File: src/design/ctpe_pkg.sv
// ctpe_pkg: command and status words shared by the Cartesian tree
// paren encoder controller and datapath. No dependencies.
package ctpe_pkg;

   typedef struct packed {
      logic load;       // capture request word
      logic clear;      // empty the stack (new array)
      logic rd_top;     // read top of stack into read register
      logic pop;
      logic push;
      logic emit;       // load response register
      logic paren_val;
      logic run_end;
      logic code_end;
   } ctpe_cmd_type;

   typedef struct packed {
      logic empty;
      logic top_less;   // stacked top < captured value
      logic last;
      logic out_free;   // response register can take a word
   } ctpe_sts_type;

endpackage

File: src/design/ctpe_ctrl.sv
// ctpe_ctrl: sequencer for the paren encoder (root, compare/pop loop,
// push, flush, close). Depends on ctpe_pkg.
module ctpe_ctrl (
   input  logic                    clock,
   input  logic                    reset,
   input  logic                    req_valid,
   output logic                    req_ready,
   input  ctpe_pkg::ctpe_sts_type  sts,
   output ctpe_pkg::ctpe_cmd_type  cmd
);

   localparam logic [2:0] S_IDLE  = 3'd0;
   localparam logic [2:0] S_ROOT  = 3'd1;
   localparam logic [2:0] S_READ  = 3'd2;
   localparam logic [2:0] S_CMP   = 3'd3;
   localparam logic [2:0] S_PUSH  = 3'd4;
   localparam logic [2:0] S_FLUSH = 3'd5;
   localparam logic [2:0] S_CLOSE = 3'd6;

   logic [2:0] state_ff, state_in;
   logic       started_ff, started_in;

   assign req_ready = (state_ff == S_IDLE);

   always_comb begin
      state_in   = state_ff;
      started_in = started_ff;
      cmd        = '0;
      unique case (state_ff)
         S_IDLE: begin
            if (req_valid) begin
               cmd.load = 1'b1;
               if (!started_ff) begin
                  cmd.clear  = 1'b1;
                  started_in = 1'b1;
                  state_in   = S_ROOT;
               end else begin
                  state_in = S_READ;
               end
            end
         end
         S_ROOT: begin
            if (sts.out_free) begin
               cmd.emit      = 1'b1;
               cmd.paren_val = 1'b1;
               state_in      = S_READ;
            end
         end
         S_READ: begin
            if (sts.empty) begin
               state_in = S_PUSH;
            end else begin
               cmd.rd_top = 1'b1;
               state_in   = S_CMP;
            end
         end
         S_CMP: begin
            if (!sts.top_less) begin
               state_in = S_PUSH;
            end else if (sts.out_free) begin
               cmd.emit = 1'b1;
               cmd.pop  = 1'b1;
               state_in = S_READ;
            end
         end
         S_PUSH: begin
            if (sts.out_free) begin
               cmd.emit      = 1'b1;
               cmd.push      = 1'b1;
               cmd.paren_val = 1'b1;
               cmd.run_end   = !sts.last;
               state_in      = sts.last ? S_FLUSH : S_IDLE;
            end
         end
         S_FLUSH: begin
            if (sts.empty) begin
               state_in = S_CLOSE;
            end else if (sts.out_free) begin
               cmd.emit = 1'b1;
               cmd.pop  = 1'b1;
            end
         end
         S_CLOSE: begin
            if (sts.out_free) begin
               cmd.emit     = 1'b1;
               cmd.run_end  = 1'b1;
               cmd.code_end = 1'b1;
               started_in   = 1'b0;
               state_in     = S_IDLE;
            end
         end
         default: state_in = S_IDLE;
      endcase
   end

   always_ff @(posedge clock) begin
      if (reset) begin
         state_ff   <= S_IDLE;
         started_ff <= 1'b0;
      end else begin
         state_ff   <= state_in;
         started_ff <= started_in;
      end
   end

endmodule

File: src/design/ctpe_dpath.sv
// ctpe_dpath: value register, stack memory with top-of-stack read
// register, stack count and response register. Depends on ctpe_pkg.
module ctpe_dpath #(
   parameter int STACK_DEPTH = 32,
   parameter int VALUE_WIDTH = 32
) (
   input  logic                    clock,
   input  logic                    reset,
   input  logic signed [31:0]      req_value,
   input  logic                    req_last,
   input  ctpe_pkg::ctpe_cmd_type  cmd,
   output ctpe_pkg::ctpe_sts_type  sts,
   output logic                    rsp_valid,
   input  logic                    rsp_ready,
   output logic                    rsp_paren_bit,
   output logic                    rsp_run_end,
   output logic                    rsp_code_end,
   output logic                    rsp_overflow
);

   localparam int AW       = $clog2(STACK_DEPTH);
   localparam int HELD_MAX = STACK_DEPTH - 1;
   localparam int EXT_W    = (VALUE_WIDTH > 32) ? VALUE_WIDTH : 32;

   logic signed [EXT_W-1:0]       value_ext;
   logic signed [VALUE_WIDTH-1:0] key_ff;
   logic                          last_ff;
   logic signed [VALUE_WIDTH-1:0] stack_ff [STACK_DEPTH];
   logic signed [VALUE_WIDTH-1:0] rd_data_ff;
   logic [AW-1:0]                 count_ff, count_in;
   logic [AW-1:0]                 rd_addr;
   logic                          full;
   logic                          rsp_valid_ff, rsp_valid_in;
   logic                          paren_ff, run_end_ff, code_end_ff, ovf_ff;

   assign value_ext = EXT_W'(req_value);
   assign full      = (count_ff == AW'(HELD_MAX));
   assign rd_addr   = count_ff - AW'(1);

   assign sts.empty    = (count_ff == '0);
   assign sts.top_less = (rd_data_ff < key_ff);
   assign sts.last     = last_ff;
   assign sts.out_free = !rsp_valid_ff || rsp_ready;

   always_ff @(posedge clock) begin
      if (cmd.load) begin
         key_ff  <= value_ext[VALUE_WIDTH-1:0];
         last_ff <= req_last;
      end
   end

   always_ff @(posedge clock) begin
      if (cmd.push && !full) begin
         stack_ff[count_ff] <= key_ff;
      end
      if (cmd.rd_top) begin
         rd_data_ff <= stack_ff[rd_addr];
      end
   end

   always_comb begin
      count_in = count_ff;
      if (cmd.clear) begin
         count_in = '0;
      end else if (cmd.pop) begin
         count_in = count_ff - AW'(1);
      end else if (cmd.push && !full) begin
         count_in = count_ff + AW'(1);
      end
   end

   always_comb begin
      rsp_valid_in = rsp_valid_ff && !rsp_ready;
      if (cmd.emit) begin
         rsp_valid_in = 1'b1;
      end
   end

   always_ff @(posedge clock) begin
      if (reset) begin
         count_ff     <= '0;
         rsp_valid_ff <= 1'b0;
      end else begin
         count_ff     <= count_in;
         rsp_valid_ff <= rsp_valid_in;
      end
   end

   always_ff @(posedge clock) begin
      if (cmd.emit) begin
         paren_ff    <= cmd.paren_val;
         run_end_ff  <= cmd.run_end;
         code_end_ff <= cmd.code_end;
         ovf_ff      <= cmd.push && full;
      end
   end

   assign rsp_valid     = rsp_valid_ff;
   assign rsp_paren_bit = paren_ff;
   assign rsp_run_end   = run_end_ff;
   assign rsp_code_end  = code_end_ff;
   assign rsp_overflow  = ovf_ff;

   a_no_pop_empty: assert property (@(posedge clock) disable iff (reset)
      cmd.pop |-> !sts.empty)
      else $error("pop on empty stack");

   a_count_bound: assert property (@(posedge clock) disable iff (reset)
      count_ff <= AW'(HELD_MAX))
      else $error("stack count beyond capacity");

   a_push_grows: assert property (@(posedge clock) disable iff (reset)
      (cmd.push && !full) |=> (count_ff == $past(count_ff) + AW'(1)))
      else $error("push did not grow stack");

   a_emit_free: assert property (@(posedge clock) disable iff (reset)
      cmd.emit |-> (!rsp_valid_ff || rsp_ready))
      else $error("response word overwritten");

endmodule

File: src/design/cartesian_tree_paren_encoder_core.sv
// cartesian_tree_paren_encoder_core: top level of the Cartesian tree
// balanced-parentheses encoder. Depends on ctpe_pkg, ctpe_ctrl, ctpe_dpath.
//
//   channel | dir | ports
//   req     | in  | req_valid, req_ready, req_value, req_last
//   rsp     | out | rsp_valid, rsp_ready, rsp_paren_bit, rsp_run_end, rsp_code_end, rsp_overflow
//
// One word in flight: accept, then the root bit of a new array, then per pop a stack
// memory read and a compare, then a push (after an empty-stack read, or after the read
// and compare that end the pops).
// A last word adds the flush pops and then the close (empty check, then the close bit).
// Reset (synchronous) empties the stack and ends any array in progress.
// A stalled rsp side holds the sequencer at its next emitting step.
module cartesian_tree_paren_encoder_core #(
   parameter int STACK_DEPTH = 32,
   parameter int VALUE_WIDTH = 32
) (
   input  logic               clock,
   input  logic               reset,
   input  logic               req_valid,
   output logic               req_ready,
   input  logic signed [31:0] req_value,
   input  logic               req_last,
   output logic               rsp_valid,
   input  logic               rsp_ready,
   output logic               rsp_paren_bit,
   output logic               rsp_run_end,
   output logic               rsp_code_end,
   output logic               rsp_overflow
);

   ctpe_pkg::ctpe_cmd_type cmd;
   ctpe_pkg::ctpe_sts_type sts;

   ctpe_ctrl u_ctrl (
      .clock     (clock),
      .reset     (reset),
      .req_valid (req_valid),
      .req_ready (req_ready),
      .sts       (sts),
      .cmd       (cmd)
   );

   ctpe_dpath #(
      .STACK_DEPTH (STACK_DEPTH),
      .VALUE_WIDTH (VALUE_WIDTH)
   ) u_dpath (
      .clock         (clock),
      .reset         (reset),
      .req_value     (req_value),
      .req_last      (req_last),
      .cmd           (cmd),
      .sts           (sts),
      .rsp_valid     (rsp_valid),
      .rsp_ready     (rsp_ready),
      .rsp_paren_bit (rsp_paren_bit),
      .rsp_run_end   (rsp_run_end),
      .rsp_code_end  (rsp_code_end),
      .rsp_overflow  (rsp_overflow)
   );

endmodule
File: config.mk
export PLATFORM = sky130hd
export DESIGN_NAME = cartesian_tree_paren_encoder_core
export DESIGN_NICKNAME = d
export VERILOG_FILES = /design/src/design/ctpe_pkg.sv /design/src/design/ctpe_ctrl.sv /design/src/design/ctpe_dpath.sv /design/src/design/cartesian_tree_paren_encoder_core.sv
export SDC_FILE = /design/constraint.sdc
export NUM_CORES = 1
export LEC_CHECK = 0
export ABC_CLOCK_PERIOD_IN_PS = 5700
export BUFFER_PORTS_ARGS = -buffer_cell sky130_fd_sc_hd__buf_2
export CAP_MARGIN = 20
export CORE_ASPECT_RATIO = 1.75
export CORE_MARGIN = 2
export CORE_UTILIZATION = 35
export DETAILED_ROUTE_END_ITERATION = 8
export SYNTH_ARGS = -nofsm -noshare
export SYNTH_HDL_FRONTEND = slang
export SYNTH_SLANG_ARGS = --single-unit
File: constraint.sdc
create_clock -name clock -period 5.7 [get_ports clock]
set_input_delay 0.855 -clock clock [delete_from_list [all_inputs] [get_ports clock]]
set_output_delay 0.855 -clock clock [all_outputs]
set_load 0.02 [all_outputs]
==> impl_metrics.yaml <==
clocking:
  clock_path_buffers: 3
  post_cts_resized: 0
  cts_hold_buf: 0
  cts-root-buf: "clkbuf_16"
  post_cts_buffers: 0
  cts_tree: "yes"
  cts_sinks: 1103
  clkLatencyLatePin_ns: 0.69
  clk_pin_slew_ns: 0.07
  htreeDepth: 3
  cts_made_buffers: 97
route:
  drt_iter0_markers: 1731
  antenna_left: 0
  drt_pass1_iterations: 7
  dr_total_vias: 18970
  via_per_inst: 5.216
  post_drt_wl_per_cell_um: 29.26
  routed_wl_um: 106400
  drc: 0
die:
  dieWidth_um: 267.7
  die_h_um: 465.4
  core_area_mm2: 0.1210
  die_area_mm2: 0.1246
  rows: 169
  ios: 43
  initial_core_util: 0.3520
global_routing:
  grt_antenna_before_repair: 3
  grtUsageTotal: 0.1731
  grt_first_pass_wirelength_um: 151400
  grt_pass1_vias: 20370
  grt_max_degree: 103
  overflow: 0
yosys:
  syn-mean-instance-area_um2: 23.76
  async_flop_share: 0
  synth.distinct_cells: 51
  synth.area.top_cells: "edfxtp_1 (77%), mux4_2 (17%), ha_1 (1.1%)"
  yosys.area.top_type_share: 0.7708
  synth_top_cell_by_area: "edfxtp_1"
  synth_edf_count: 1093
  syn_area_mm2: 0.04258
  synth_nets: 1865
  netlist_instances: 1792
  seq_area_frac_synth: 0.7756
  synth_flop_cell: "edfxtp_1"
  ys_ff_latch: 1103
  yosys_warnings: 0
timing:
  fin_ws_ns: 1.738
  rsz0062_at_grt: "no"
  slew_headroom: 0.3323
  final-max-slew-violation-count: 0
  worst_pin_slew_ns: 1.002
  skew_ns: 0.01868
  fmax_mhz: 252.4
  finalSetupViolCount: 0
  period_needed_ns: 3.962
  hold_viol: 0
  setup-tns-final_ns: 0
  fin_crit_sh: 0.6951
final_layout:
  layout-drive-gt1-share: 0.3325
  fin_nets: 2002
  area_delta_synth_final_pct: 14.56
setup_path:
  cp.arrival_ns: 4.34
  critical_path.startpoint_type: "flip-flop"
  critical_path_class: "reg -> reg"
  rr_startpoint: "u_dpath.key_ff[23]$_DFFE_PP_"
  crit_start: "u_dpath.key_ff[23]$_DFFE_PP_"
  crit_path_max_fanout: 4
  required_ns: 6.08
  r2r_setup_slack_ns: 1.74
  end_kind: "flip-flop"
  reg2reg_to: "u_dpath.rsp_run_end$_DFFE_PP_"
  r2r_cells: 9
  crit_path_end: "u_dpath.rsp_run_end$_DFFE_PP_"
placed_design:
  dp_hpwl_um: 69370
  place_ws_ns: 1.522
  routabilityCongestion: 0.8087
  io_buffers: 42
power_and_ir_drop:
  p_leak_nw: 14.67
  power_density_mw_per_mm2: 418.2
  power_mw: 20.40
  vdd_drop_max_v: 0.0002663
job:
  drv_cap: 0
worst_hold_path:
  hp-start: "req_value[12]"
  hold_path_class: "in -> reg"
run_status:
  status: "complete, no violations"
## state kept, by name, summed over array words and instances (netlist names)
register	count
u_ctrl.state_ff	3
u_dpath.last_ff	1
u_dpath.key_ff	32
u_dpath.rsp_run_end	1
u_dpath.stack_ff	1024
u_dpath.rsp_overflow	1
u_dpath.rsp_code_end	1
u_dpath.rsp_valid	1
u_ctrl.started_ff	1
u_dpath.count_ff	5
u_dpath.rsp_paren_bit	1
u_dpath.rd_data_ff	32
## stage by stage
stage          cells  instance area (um2)  utilization  hold slack [ns]
3_3_place_gp    3442                45290       0.3745           0.5236
6_report        3637                48780       0.4033           0.3374
4_1_cts         3636                48770       0.4033           0.2869
5_1_grt         3637                48780       0.4033           0.3118
3_5_place_dp    3454                45550       0.3766           0.5134
2_1_floorplan   1792                42580            -           0.4680
## kinds of logic after synthesis
| kind of cell | share of synthesized area |
|---|---|
| and+or+nand+nor | 0.01334 |
| buffers and inverters | 0.01258 |
| DFF | 0.7756 |
| muxes | 0.1785 |
| xor gates and xnor gates | 0.0009993 |
| adders and majority gates | 0.01058 |
| AOI/OAI and AO/OA | 0.008493 |
## critical path: stages, from the launching register on
cell,delay (ns)
edfxtp_1,0.62
inv_1,0.08
ha_1,0.40
nand4_1,0.28
nor4_1,0.83
o311a_1,0.41
o31ai_1,0.26
and4_1,0.27
nor2_1,0.20
o21ai_0,0.27
## per-layer routing
layer  global-route usage  vias to the layer above  part of all wire
met1               0.1830                    10300              0.34
met5                    0                        -                 0
met2               0.3272                      568              0.57
met4              0.09768                        0             0.061
met3              0.02146                      178             0.034
li1                     -                     7927                 -
## cell type report
class                   count  area [um2]
diodes                      1       2.502
clock buffers             115        2495
clock inverters            67       732.0
fillers                 10510       72170
inverters                  37       138.9
multi-input cells         567        9305
flip-flops and latches   1103       33030
well taps                1624        2032
repair buffers            123        1046
## placed cells by master (no fill, tap or decap), drive strengths merged, types with 6 or more instances in the layout
master    Yosys  final
edfxtp     1093   1093
mux4        320    320
buf          37    123
clkbuf       48    115
nor2         50     50
inv          36     46
ha           36     36
clkinv        1     34
mux2         33     33
nand2        19     19
a21oi        14     14
clkinvlp      0     12
bufinv        0     12
o21ai        10     10
dfxtp        10     10
nand3         9      9
a21o          8      8
nand4         7      7
nor3          6      6
## cells in the mapped netlist (2+ instances only)
cell and count:
edfxtp_1 1093, inv_1 36, buf_2 29, nand3b_1 5
nand3_1 9, o211ai_1 2, nor4_1 2, nor3b_1 2
a21oi_1 14, and3_1 5, nand2b_1 3, mux4_2 320
xnor2_1 2, and2_1 3, buf_6 4, a21boi_0 2
dfxtp_1 10, o21ai_0 10, nand4_1 7, or3b_2 2
mux2_2 33, mux2i_1 2, or3_1 2, a31oi_1 2
a211oi_1 5, ha_1 36, a21o_1 8, buf_4 3
nor3_1 5, nand2_1 19, nor2_1 50, clkbuf_1 48
## worst min-delay path by stage
| stage | cells after the start | slack (ns) | end |
|---|---|---|---|
| after floorplan | 2 | 0.47 | u_ctrl.started_ff$_SDFFE_PP0P_ |
| after global placement | 2 | 0.52 | u_ctrl.started_ff$_SDFFE_PP0P_ |
| after detailed placement | 2 | 0.51 | u_ctrl.started_ff$_SDFFE_PP0P_ |
| after CTS | 1 | 0.29 | u_dpath.key_ff[17]$_DFFE_PP_ |
| after global routing | 1 | 0.31 | u_dpath.key_ff[3]$_DFFE_PP_ |
| final | 1 | 0.34 | u_dpath.key_ff[12]$_DFFE_PP_ |
## report_power, final
part / switching (mW) / internal [mW] / leakage, nW
Sequential: 0.154 / 9.69 / 9.92
Combinational: 2.38 / 1.45 / 3.20
Clock: 3.01 / 3.72 / 1.54
Total: 5.54 / 14.9 / 14.7
Note: power is estimated with default switching activity, not from simulation.
